===== src/hw/rtl/tba_pkg.sv =====
// Shared types, constants and helpers of the timestamp bucket alignment block.
package tba_pkg;

  localparam int STAMP_BITS = 64;
  localparam int DATA_BITS = 64;
  localparam int WIDTH_BITS = 63;
  localparam int DVD_BITS = DATA_BITS + 1;
  localparam int INDEX_BITS = 8;
  localparam int EXT_SHIFT = DATA_BITS - STAMP_BITS;
  localparam int PIPE_DEPTH = DVD_BITS + 3;

  localparam logic [DATA_BITS-1:0] STAMP_MAX =
    (DATA_BITS'(1) << (STAMP_BITS - 1)) - DATA_BITS'(1);
  localparam logic [DATA_BITS-1:0] STAMP_MIN = ~STAMP_MAX;

  typedef enum logic [INDEX_BITS-1:0] {
    REG_WIDTH  = 8'd0,
    REG_ORIGIN = 8'd1
  } reg_index_t;

  typedef struct packed {
    logic [DATA_BITS-1:0]  t;
    logic [WIDTH_BITS-1:0] w;
    logic                  neg_d;
    logic                  neg_o;
    logic                  inf;
    logic [DVD_BITS-1:0]   dvd_d;
    logic [DVD_BITS-1:0]   dvd_o;
    logic [WIDTH_BITS-1:0] rem_d;
    logic [WIDTH_BITS-1:0] rem_o;
  } tba_item_t;

  function automatic logic [DATA_BITS-1:0] sext_stamp(input logic [DATA_BITS-1:0] raw);
    logic signed [DATA_BITS-1:0] v;
    v = $signed(raw << EXT_SHIFT);
    return DATA_BITS'(v >>> EXT_SHIFT);
  endfunction

endpackage


===== src/hw/rtl/tba_div_stage.sv =====
// One restoring remainder step for both the offset stamp and the origin.
module tba_div_stage
  import tba_pkg::*;
(
  input  logic      clk,
  input  logic      rst,
  input  logic      in_valid,
  input  tba_item_t in_item,
  output logic      out_valid,
  output tba_item_t out_item
);

  logic [WIDTH_BITS:0] wx;
  logic [WIDTH_BITS:0] cand_d;
  logic [WIDTH_BITS:0] cand_o;
  tba_item_t           item_next;

  always_comb begin
    wx = {1'b0, in_item.w};
    cand_d = {in_item.rem_d, in_item.dvd_d[DVD_BITS-1]};
    cand_o = {in_item.rem_o, in_item.dvd_o[DVD_BITS-1]};
    item_next = in_item;
    item_next.dvd_d = {in_item.dvd_d[DVD_BITS-2:0], 1'b0};
    item_next.dvd_o = {in_item.dvd_o[DVD_BITS-2:0], 1'b0};
    item_next.rem_d = (cand_d >= wx) ? WIDTH_BITS'(cand_d - wx) : WIDTH_BITS'(cand_d);
    item_next.rem_o = (cand_o >= wx) ? WIDTH_BITS'(cand_o - wx) : WIDTH_BITS'(cand_o);
  end

  always_ff @(posedge clk) begin
    if (rst) begin
      out_valid <= 1'b0;
    end else begin
      out_valid <= in_valid;
    end
    out_item <= item_next;
  end

endmodule


===== config.mk =====
export PLATFORM = sky130hd
export DESIGN_NAME = tba_div_stage
export DESIGN_NICKNAME = d
export VERILOG_FILES = /design/src/hw/rtl/tba_pkg.sv /design/src/hw/rtl/tba_div_stage.sv
export SDC_FILE = /design/constraint.sdc
export NUM_CORES = 1
export LEC_CHECK = 0
export BUFFER_PORTS_ARGS = -buffer_cell sky130_fd_sc_hd__buf_2
export CAP_MARGIN = 10
export CORE_AREA = 2 2 306 308
export CTS_CLUSTER_SIZE = 25
export DETAILED_ROUTE_END_ITERATION = 10
export DIE_AREA = 0 0 308 310
export PLACE_DENSITY_LB_ADDON = 0.3
export SYNTH_ARGS = -nofsm -noshare
export SYNTH_HDL_FRONTEND = slang
export SYNTH_SLANG_ARGS = --single-unit

===== constraint.sdc =====
create_clock -name clk -period 4.36 [get_ports clk]
set_input_delay 0.872 -clock clk [delete_from_list [all_inputs] [get_ports clk]]
set_output_delay 0.872 -clock clk [all_outputs]
set_load 0.03 [all_outputs]

* Word level (Yosys, flattened, before mapping)
Index checks and enable logic that the tools add are counted.
W data, S select, Z words.
** Storage, ports and cells
- Bits in registers :: 385
- Input bits :: 389
- Output and inout bits :: 387
- Word-level logic and storage cells :: 16
** Cells by class
- $add $sub $neg :: 2
- Order comparisons :: 2
- Muxes and demuxes :: 2
** Operator list (count)
- $ge A64 B63 Y1 :: 2
- $mux W63 :: 2
- $sub A63 B63 Y63 :: 2

* Depth between registers and ports, before layout
- Depth after elaboration :: 2
- Mapped depth :: 15
- Depth with buffers taken out :: 13

* Least setup slack after synthesis
No wires, ideal clock.
- Path type :: input to register
- Start point :: input in_item[255] (netlist bit)
- End point :: register out_item[115] (netlist bit)
- Library setup time :: 0.121 ns
- Arrival :: 3.296 ns
- Required time :: 4.239 ns
- Slack :: 0.944 ns
- Cell stages on the path :: 13
- Buffers on the path :: 0
- Cell sequence :: inv_1 > ha_1 > fa_1 > nor2b_1 > o31a_1 > a221oi_4 > nor4_2 > o21ai_2 > o311ai_2 > a31o_2 > a21oi_1 > xnor2_1 > mux2_2
** RTL lines
- start, declared :: line tba_div_stage.sv:8 : input tba_item_t in_item,
- end signal, assigned :: line tba_div_stage.sv:35 : out_item <= item_next;
- end, declared :: line tba_div_stage.sv:10 : output tba_item_t out_item

==> impl_results.md <==
* Fraction of registers with async set/reset at 0%
* Synth area leaders: dfxtp_1 45%, ha_1 9.3%, a21oi_1 5.8%
* Flop and latch count out of synthesis at 385
* Crit path cell chain: buf_2, inv_1, ha_1, a21oi_1, o21ai_0, nand3_1, a21oi_1, nor2b_1, o21ai_0, a2111oi_0, nor2b_4, buf_12, buf_4, a211oi_1, a21o_1
* CTS H-tree lvls at 2
* Worst setup path start: in_item[310]
* # fillers at 10300
* Leak pwr at 11.55 nW
* CP Class: primary input to flop
* Avg Cell Area, Syn at 9.135 µm²
* WP data arrival at 4180 ps
* Routed WL per cell at 26.50 µm
* Setup slack after layout at 715.4 ps
* Fin nets at 3186
* Iter 0 DRT Violations at 880
* CTS resizes at 0
* Max Freq at 274.4 MHz
* Via count at 16950
* Hold Crit Class: primary input to flop
* Overall die area at 95480 µm²
* Hold path startpoint: in_item[194]
* Largest delay share family, worst path: compound AO/OA/AOI/OAI gates
* Power Density at 482.1 nW/µm²
* DRT Pass-1 Iters at 5
* Clock buffer count from CTS at 51
* Core area at 92490 µm²
* Commonest cells in the netlist: 385 x dfxtp_1, 197 x a21oi_1, 176 x nand2_1
* Initial Util at 18.39%
* Dpl ws at 31.58 ps
* Slew HR at 40.07%
* Vias/cell at 4.331
* RSZ-0062 raised after global routing: no
* Syn Inst Count at 1862
* # Max-Cap Violations at 0
* Clock sinks at 385
* Rows at 112
* Post-synth EDFFs at 0
* Worst setup SP type: primary input
* Routed Antenna Nets at 0
* CTS tree: done
* Longest Clk Path Bufs at 3
* Post-synthesis sequential area ratio at 45.31%
* Final hold violations at 0
* Initial antenna violation count at 72
* Crit path largest cell delay at 750 ps
* Growth of design area from synthesis to finish at 42.44%
* Worst-margin pin slew at 897.1 ps
* Worst Setup End Kind: flop
* Yosys top cell area share at 45.31%
* Clk slew on worst S/H paths at 60 ps
* Clk root buf: clkbuf_16
* # hold bufs at CTS at 0
* Ys Warns at 0
* Number of global-route vias before repair at 16870
* GRT Residual Overflow at 0
* Detail Placement HPWL at 90480 µm
* Worst IR Drop VDD at 0.0002708 V
* Outcome: finished clean
* Post-synth top area cell: dfxtp_1
* # port buffers at 773
* Post-synth top flop: dfxtp_1
* Setup bufs post-CTS at 0
* Global Route Usage Sum at 20.80%
* Fraction of layout cells with a size suffix above 1 at 35.39%
* Global-route wire length before repair at 136300 µm
* Slew Limit Fails at 0
* GP Congestion at 0.8687
* DRC viols at 0
* CP max FO at 52
* I/O pins at 776
* Period minus WS final at 3645 ps
* Area after DPL at 22490 µm²
* Setup violations, final at 0
* Most frequent cell after synthesis: dfxtp_1
* Die height at 310 µm
* Post-route cell area at 24230 µm²
* Tcrit/Tclk final at 83.59%
* Setup TNS at 0 ps
* Post-Route WL at 103700 µm
* Slowest CP cell: a2111oi_0
* Die Wd at 308 µm
* Largest net degree at the start of global routing at 53
* Req. time, crit path at 4890 ps
* Post-synth cell types at 79
* Mapped cell area at 17010 µm²
* Worst Path Buf+Inv at 4
[area by class of cell]
cell class / instances / area (µm²) / area share, %
Tap cell: 1197 / 1498 / 6.182
Multi-Input combinational cell: 1312 / 8627 / 35.61
Antenna cell: 10 / 25.02 / 0.1033
Sequential cell: 385 / 7707 / 31.81
Timing Repair Buffer: 826 / 4304 / 17.76
Clock buffer: 73 / 1480 / 6.109
Inverter: 93 / 349.1 / 1.441
Clock inverter: 18 / 237.7 / 0.9812
[per-layer routing]
metal | global-route usage [%] | part of all wire [%]
met5 | 0 | 0.35
met4 | 5.797 | 2.9
met3 | 7.410 | 8.5
met2 | 40.47 | 53
met1 | 20.58 | 35
[cells in the final DEF (no fill, tap or decap), types with 5 or more instances in the layout]
| master | n |
|---|---|
| buf_2 | 773 |
| dfxtp_1 | 385 |
| a21oi_1 | 197 |
| nand2_1 | 176 |
| o21ai_0 | 135 |
| ha_1 | 126 |
| nor2_1 | 121 |
| inv_1 | 92 |
| a21o_1 | 78 |
| xnor2_1 | 69 |
| clkbuf_16 | 52 |
| buf_4 | 50 |
| xor2_1 | 39 |
| nand4_1 | 37 |
| nand3_1 | 34 |
| o21bai_1 | 31 |
| nor3_1 | 24 |
| mux2_2 | 19 |
| a31oi_1 | 17 |
| and3_1 | 16 |
| nor2b_1 | 15 |
| nand2b_1 | 13 |
| o21a_1 | 13 |
| o31ai_1 | 11 |
| a211oi_1 | 11 |
| clkbuf_1 | 11 |
| diode_2 | 10 |
| o211ai_1 | 10 |
| clkbuf_8 | 10 |
| clkinv_2 | 9 |
| o21ai_1 | 8 |
| or2_2 | 8 |
| a31o_2 | 7 |
| nor4_1 | 6 |
| or3_1 | 6 |
| and2_1 | 6 |
| a311oi_1 | 5 |
| bufinv_16 | 5 |
[stage by stage]
step	hold slack [ps]	util [%]	power, W	instances
after floorplan	899.7	-	0.006032	1863
after global placement	974.1	24.31	0.007383	3813
final	336.2	26.20	0.01168	3914
after detailed placement	975.6	24.31	0.007373	3813
after CTS	281.3	26.17	0.01190	3904
after global routing	301.6	26.17	0.01222	3906
[kinds of logic after synthesis]
kind of cell / after synthesis / share of synthesized area (%)
simple gates: 485 / 13.40
mux: 24 / 1.560
other cells: 1 / 0.02205
compound gates: 565 / 20.56
buf+inv: 166 / 4.083
flops: 385 / 45.31
fa+ha+maj: 128 / 9.504
xor+xnor: 108 / 5.561
[registers in the layout, indices dropped and copies added (netlist names)]
| signal | flops |
|---|---|
| out_item | 384 |
| out_valid | 1 |
[worst paths after layout]
| check | cells after the start | slack (ps) | to |
|---|---|---|---|
| setup / recovery | 15 | 720 | out_item[3] |
| hold / removal | 1 | 340 | out_item[195] |
[power breakdown]
group	internal, W	switching, W
Combinational	0.00102	0.00223
Clock	0.00264	0.00178
Sequential	0.00390	0.000107
(Power assumes the default switching activity.)
