===== src/hw/rtl/tba_pkg.sv =====
// Shared types, constants and helpers of the timestamp bucket alignment block.
package tba_pkg;

  localparam int STAMP_BITS = 64;
  localparam int DATA_BITS = 64;
  localparam int WIDTH_BITS = 63;
  localparam int DVD_BITS = DATA_BITS + 1;
  localparam int INDEX_BITS = 8;
  localparam int EXT_SHIFT = DATA_BITS - STAMP_BITS;
  localparam int PIPE_DEPTH = DVD_BITS + 3;

  localparam logic [DATA_BITS-1:0] STAMP_MAX =
    (DATA_BITS'(1) << (STAMP_BITS - 1)) - DATA_BITS'(1);
  localparam logic [DATA_BITS-1:0] STAMP_MIN = ~STAMP_MAX;

  typedef enum logic [INDEX_BITS-1:0] {
    REG_WIDTH  = 8'd0,
    REG_ORIGIN = 8'd1
  } reg_index_t;

  typedef struct packed {
    logic [DATA_BITS-1:0]  t;
    logic [WIDTH_BITS-1:0] w;
    logic                  neg_d;
    logic                  neg_o;
    logic                  inf;
    logic [DVD_BITS-1:0]   dvd_d;
    logic [DVD_BITS-1:0]   dvd_o;
    logic [WIDTH_BITS-1:0] rem_d;
    logic [WIDTH_BITS-1:0] rem_o;
  } tba_item_t;

  function automatic logic [DATA_BITS-1:0] sext_stamp(input logic [DATA_BITS-1:0] raw);
    logic signed [DATA_BITS-1:0] v;
    v = $signed(raw << EXT_SHIFT);
    return DATA_BITS'(v >>> EXT_SHIFT);
  endfunction

endpackage


===== src/hw/rtl/tba_front.sv =====
// Input stage: sign extension, origin offset and operand magnitudes.
module tba_front
  import tba_pkg::*;
(
  input  logic                  clk,
  input  logic                  rst,
  input  logic                  in_valid,
  input  logic [DATA_BITS-1:0]  stamp,
  input  logic [WIDTH_BITS-1:0] width_cfg,
  input  logic [DATA_BITS-1:0]  origin_cfg,
  output logic                  out_valid,
  output tba_item_t             out_item
);

  logic [DATA_BITS-1:0]  t;
  logic [DATA_BITS-1:0]  org;
  logic [WIDTH_BITS-1:0] w;
  logic [DATA_BITS+1:0]  d;
  logic [DATA_BITS+1:0]  ad;
  logic [DVD_BITS-1:0]   ox;
  logic [DVD_BITS-1:0]   aox;
  tba_item_t             item_next;

  always_comb begin
    t = sext_stamp(stamp);
    org = sext_stamp(origin_cfg);
    w = (width_cfg == '0) ? WIDTH_BITS'(1) : width_cfg;
    d = {t[DATA_BITS-1], t[DATA_BITS-1], t} - {org[DATA_BITS-1], org[DATA_BITS-1], org};
    ad = d[DATA_BITS+1] ? -d : d;
    ox = {org[DATA_BITS-1], org};
    aox = org[DATA_BITS-1] ? -ox : ox;
    item_next.t = t;
    item_next.w = w;
    item_next.neg_d = d[DATA_BITS+1];
    item_next.neg_o = org[DATA_BITS-1];
    item_next.inf = (t == STAMP_MIN) || (t == STAMP_MAX);
    item_next.dvd_d = ad[DVD_BITS-1:0];
    item_next.dvd_o = aox;
    item_next.rem_d = '0;
    item_next.rem_o = '0;
  end

  always_ff @(posedge clk) begin
    if (rst) begin
      out_valid <= 1'b0;
    end else begin
      out_valid <= in_valid;
    end
    out_item <= item_next;
  end

endmodule


===== config.mk =====
export PLATFORM = sky130hd
export DESIGN_NAME = tba_front
export DESIGN_NICKNAME = d
export VERILOG_FILES = /design/src/hw/rtl/tba_pkg.sv /design/src/hw/rtl/tba_front.sv
export SDC_FILE = /design/constraint.sdc
export NUM_CORES = 1
export LEC_CHECK = 0
export BUFFER_PORTS_ARGS = -buffer_cell sky130_fd_sc_hd__buf_2
export CAP_MARGIN = 20
export CORE_AREA = 2 2 223 225
export DETAILED_ROUTE_END_ITERATION = 6
export DIE_AREA = 0 0 225 227
export GPL_ROUTABILITY_DRIVEN = 0
export GPL_TIMING_DRIVEN = 0
export PLACE_DENSITY_LB_ADDON = 0.12
export SKIP_LAST_GASP = 1
export SLEW_MARGIN = 20
export SYNTH_ARGS = -nofsm -noshare
export SYNTH_HDL_FRONTEND = slang
export SYNTH_SLANG_ARGS = --single-unit

===== constraint.sdc =====
create_clock -name clk -period 6.14 [get_ports clk]
set_input_delay 0.921 -clock clk [delete_from_list [all_inputs] [get_ports clk]]
set_output_delay 0.921 -clock clk [all_outputs]
set_load 0.01 [all_outputs]

Word level (Yosys, flattened, before mapping)
Cells that the tools add are included.
{ "classes": {"addsub": 3, "n_eq_ne": 2, "n_mux": 2, "reduce_logical": 2} }
{ "op_table": {"columns": ["operator", "n"], "rows": [
  ["65-bit negator", 2],
  ["65-bit two-way mux", 1],
  ["64-bit by 64-bit subtractor with 65-bit output", 1],
  ["64-bit by 63-bit equality test with 1-bit output (second input constant)", 1],
  ["64-bit equality test (second input constant)", 1],
  ["63-bit zero test", 1],
  ["63-bit two-way mux", 1],
  ["1-bit logical OR", 1]
]} }
{ "word_totals": {"register_bits": 261, "out_inout_bits": 387, "word_cells": 18} }

Depth between registers and ports, before layout
{ "logic_depth": {"ltp_word": 3, "depth_mapped": 17} }

Least setup slack after synthesis
No wires, ideal clock.
{ "synth_timing": {"kind": "input port to flip-flop", "startpoint": "in origin_cfg[10]", "endpoint": "reg out_item[253] (netlist name)", "setup_time_ns": 0.139, "t_arrival_ns": 4.405, "slack_ns": 1.596, "stages": 14, "path_cell_list": "inv_1 -> ha_1 -> clkbuf_1 -> a21oi_1 -> o21ai_0 -> a221oi_1 -> a211oi_1 -> or4b_2 -> nand3_1 -> o2111ai_1 -> nor4_2 -> nand2_1 -> o41ai_1 -> xnor2_1"} }
{ "synth_between": {"elab_chain_len": 3} }
{ "synth_rtl": {"columns": ["element", "line_no", "rtl"], "rows": [
  ["start: declaration", "tba_front.sv:10", "input logic [DATA_BITS-1:0] origin_cfg,"],
  ["64-bit by 64-bit subtractor with 65-bit output (*)", "tba_front.sv:28", "d = {t[DATA_BITS-1], t[DATA_BITS-1], t} - {org[DATA_BITS-1], org[DATA_BITS-1], org};"],
  ["65-bit negator", "tba_front.sv:29", "ad = d[DATA_BITS+1] ? -d : d;"],
  ["65-bit two-way mux (*)", "tba_front.sv:29", null],
  ["named net ad[62]", "tba_front.sv:19", "logic [DATA_BITS+1:0] ad;"],
  ["end signal: assignment", "tba_front.sv:49", "out_item <= item_next;"],
  ["end: declaration", "tba_front.sv:12", "output tba_item_t out_item"]
]} }
The timed path passes the listed nets; every way through them passes the cells marked *.
A chain may end at the register's enable or synchronous reset.

Final worst setup path
{ "layout_timing": {"startpoint": "in origin_cfg[10]", "endpoint": "reg out_item[254] (netlist name)"} }
Same word-level chain as after synthesis.

==> results.toml <==
[sta]
maxSlewHeadroom_pct = 18.9
finalSetupViolCount = 0
max_freq_mhz = 185
fin_crit_ps = 5410
max_slew.worst_pin.slew_ps = 1210
final_max_slew_viol_count = 0
hold_viol = 0
period_share_pct = 88.1
rsz0062_at_grt = "false"
setup_tns_ps = 0
whs_ps = 459

[synth]
synth_area_per_cell_sq_um = 8.38
seq_area_frac_synth_pct = 35.2
netlist_area_sq_um = 14800
synthDistinctLibCells = 75
syn_inst = 1768
synthArstFlopShare_pct = 0
synth_edf_count = 0
ys.flop_type = "dfxtp_1"
ys_ff_latch = 261
ys_warn_count = 0

[min_path]
hp-start = "origin_cfg[63]"
min_path_cells = 1
min_to = "out_item[257]"
hold_class = "input pin to register"

[pwr]
swShare_pct = 33.7
p_leak_nw = 8.82
ir_drop_v = 0.000198
comb_power_share_pct = 30.8
power_density_nw_per_um2 = 285
seq_power_share_pct = 36.4
p_sw_mw = 1.86
p_int_mw = 3.65
clkPwrFrac_pct = 32.8

[route]
num_vias = 15000
wl_um = 59400
viasPerCell = 4.95
antenna_left = 0
drt_iter0_markers = 832
first_pass_iters = 6
routedWlPerCell_um = 19.6
drc = 0

[clock_tree]
root_buffer = "clkbuf_16"
hold_buffers = 0
path_clk_slew_ps = 60
ctsResizeCount = 0
post_cts.repair.setup_buffers = 0
cts_tree = "done"
cts_buffer_depth = 3
clkSinkCount = 261
h-tree-depth = 1
numCtsBuffers = 29

[global_routing]
grt.total_usage_pct = 22.5
grt.overflow.total = 0
grt_pass1_wl_um = 87300
antenna_found_initial = 4
grt_max_degree = 16
grt_pass1_vias = 14600

[layout]
multiInputGateArea_sq_um = 8340
layout_commonest_cell = "buf_2"
ff_latch_area_sq_um = 5230
fillers = 5128
drive_above_1_share_pct = 27.6
final_cell_mix = "buf_2, dfxtp_1, xnor2_1"
fin_nets = 2640
area_growth_pct = 30.5

[setup_path]
crit_fanout = 10
critPathLaunchType = "input pin"
crit_arrival_ps = 5860
endpoint_kind = "register"
path_class = "input pin to register"
worstPathRequired_ps = 6600

[placed_design]
dp_hpwl_um = 50900
portBuffers = 454

[run]
cap_violations = 0

[die]
die_area_sq_um = 51100
core-area_sq_um = 48500
fp.dieH_um = 227
initial_utilization_pct = 30.5
core.rowCount = 81
io_pins = 581
die_x_um = 225

[status]
outcome = "completed"
==> per-stage QoR <==
step	cells	total power, mW	area, sq um	setup slack, ps	utilization (%)
after floorplan	1894	3.04	15300	1600	-
after global placement	2970	3.76	18300	386	37.8
after detailed placement	2970	3.76	18300	298	37.8
after CTS	3024	5.60	19300	915	39.8
after global routing	3027	5.83	19300	327	39.9
final	3027	5.51	19300	731	39.9
==> power by group through the flow <==
stage                     Combinational, mW  Sequential, mW  Clock, mW
after global routing                   1.87            2.03       1.93
after detailed placement               1.72            2.05          0
after floorplan                       0.861            2.18          0
after global placement                 1.71            2.04          0
after CTS                              1.72            2.01       1.86
final                                  1.70            2.01       1.81
==> flip-flops by register name (all words and copies together), names as in the netlist <==
| name | flops |
|---|---|
| out_valid | 1 |
| out_item | 260 |
==> logic make-up after synthesis <==
kind of cell / count (synthesis) / synth area share, %
xor gates and xnor gates: 162 / 9.57
DFF: 261 / 35.2
buffers and inverters: 335 / 11.7
muxes: 5 / 0.338
AOI/OAI and AO/OA: 420 / 18.8
and+or+nand+nor: 517 / 18.6
other: 1 / 0.0253
adders and majority gates: 67 / 5.71
==> critical path, cell delays in order <==
cell,delay (ps)
buf_2,140
inv_1,70
ha_1,280
clkbuf_1,230
a21oi_1,230
o21ai_0,280
a221oi_1,720
nand2_1,210
a31oi_1,340
xor2_1,430
nand4bb_1,180
nor4_1,720
nand3_1,450
o41ai_1,550
xor2_1,110
==> worst max path at each step <==
stage / endpoint / slack, ps / cells past startpoint / start
finish: out_item[254] / 730 / 15 / origin_cfg[10]
global route: out_item[253] / 330 / 15 / origin_cfg[19]
CTS: out_item[254] / 920 / 15 / origin_cfg[10]
detailed placement: out_item[254] / 300 / 15 / origin_cfg[10]
global placement: out_item[253] / 390 / 15 / origin_cfg[21]
floorplan: out_item[253] / 1600 / 14 / origin_cfg[10]
==> Yosys cell counts (18+ instances only) <==
| cell | instances | area, sq um |
|---|---|---|
| dfxtp_1 | 261 | 5230 |
| clkbuf_1 | 121 | 454 |
| xor2_1 | 34 | 298 |
| nand2_1 | 121 | 454 |
| ha_1 | 66 | 826 |
| a21o_1 | 18 | 135 |
| nor3_1 | 30 | 150 |
| nand3_1 | 34 | 170 |
| nand4_1 | 68 | 425 |
| inv_1 | 88 | 330 |
| and2_1 | 19 | 119 |
| nor4_1 | 46 | 288 |
| nor2_1 | 91 | 342 |
| xnor2_1 | 128 | 1120 |
| a21oi_1 | 103 | 515 |
| o21ai_0 | 92 | 460 |
| a31oi_1 | 20 | 125 |
| buf_4 | 126 | 946 |
| o31ai_1 | 32 | 240 |
| o211ai_1 | 22 | 165 |
==> routing by layer <==
layer  wire length, um  part of all wire (%)  GRT usage (%)  vias to the layer above
met5                13                 0.022              0                        -
met4              1320                   2.2           5.55                        2
met1             23700                    40           26.1                     7081
met2             30700                    52           42.6                      528
li1                  -                     -              -                     7294
met3              3680                   6.2           3.85                       71
==> layout make-up <==
class,count,share of cell area (%)
Multi-Input combinational cell,1298,43.1
Sequential cell,261,27.0
Antenna cell,3,0.0388
Buffer,247,7.24
Clock inverter,16,0.957
Timing Repair Buffer,454,11.7
Clock buffer,38,4.18
Inverter,88,1.71
Tap cell,622,4.02
(Power assumes the default switching activity.)
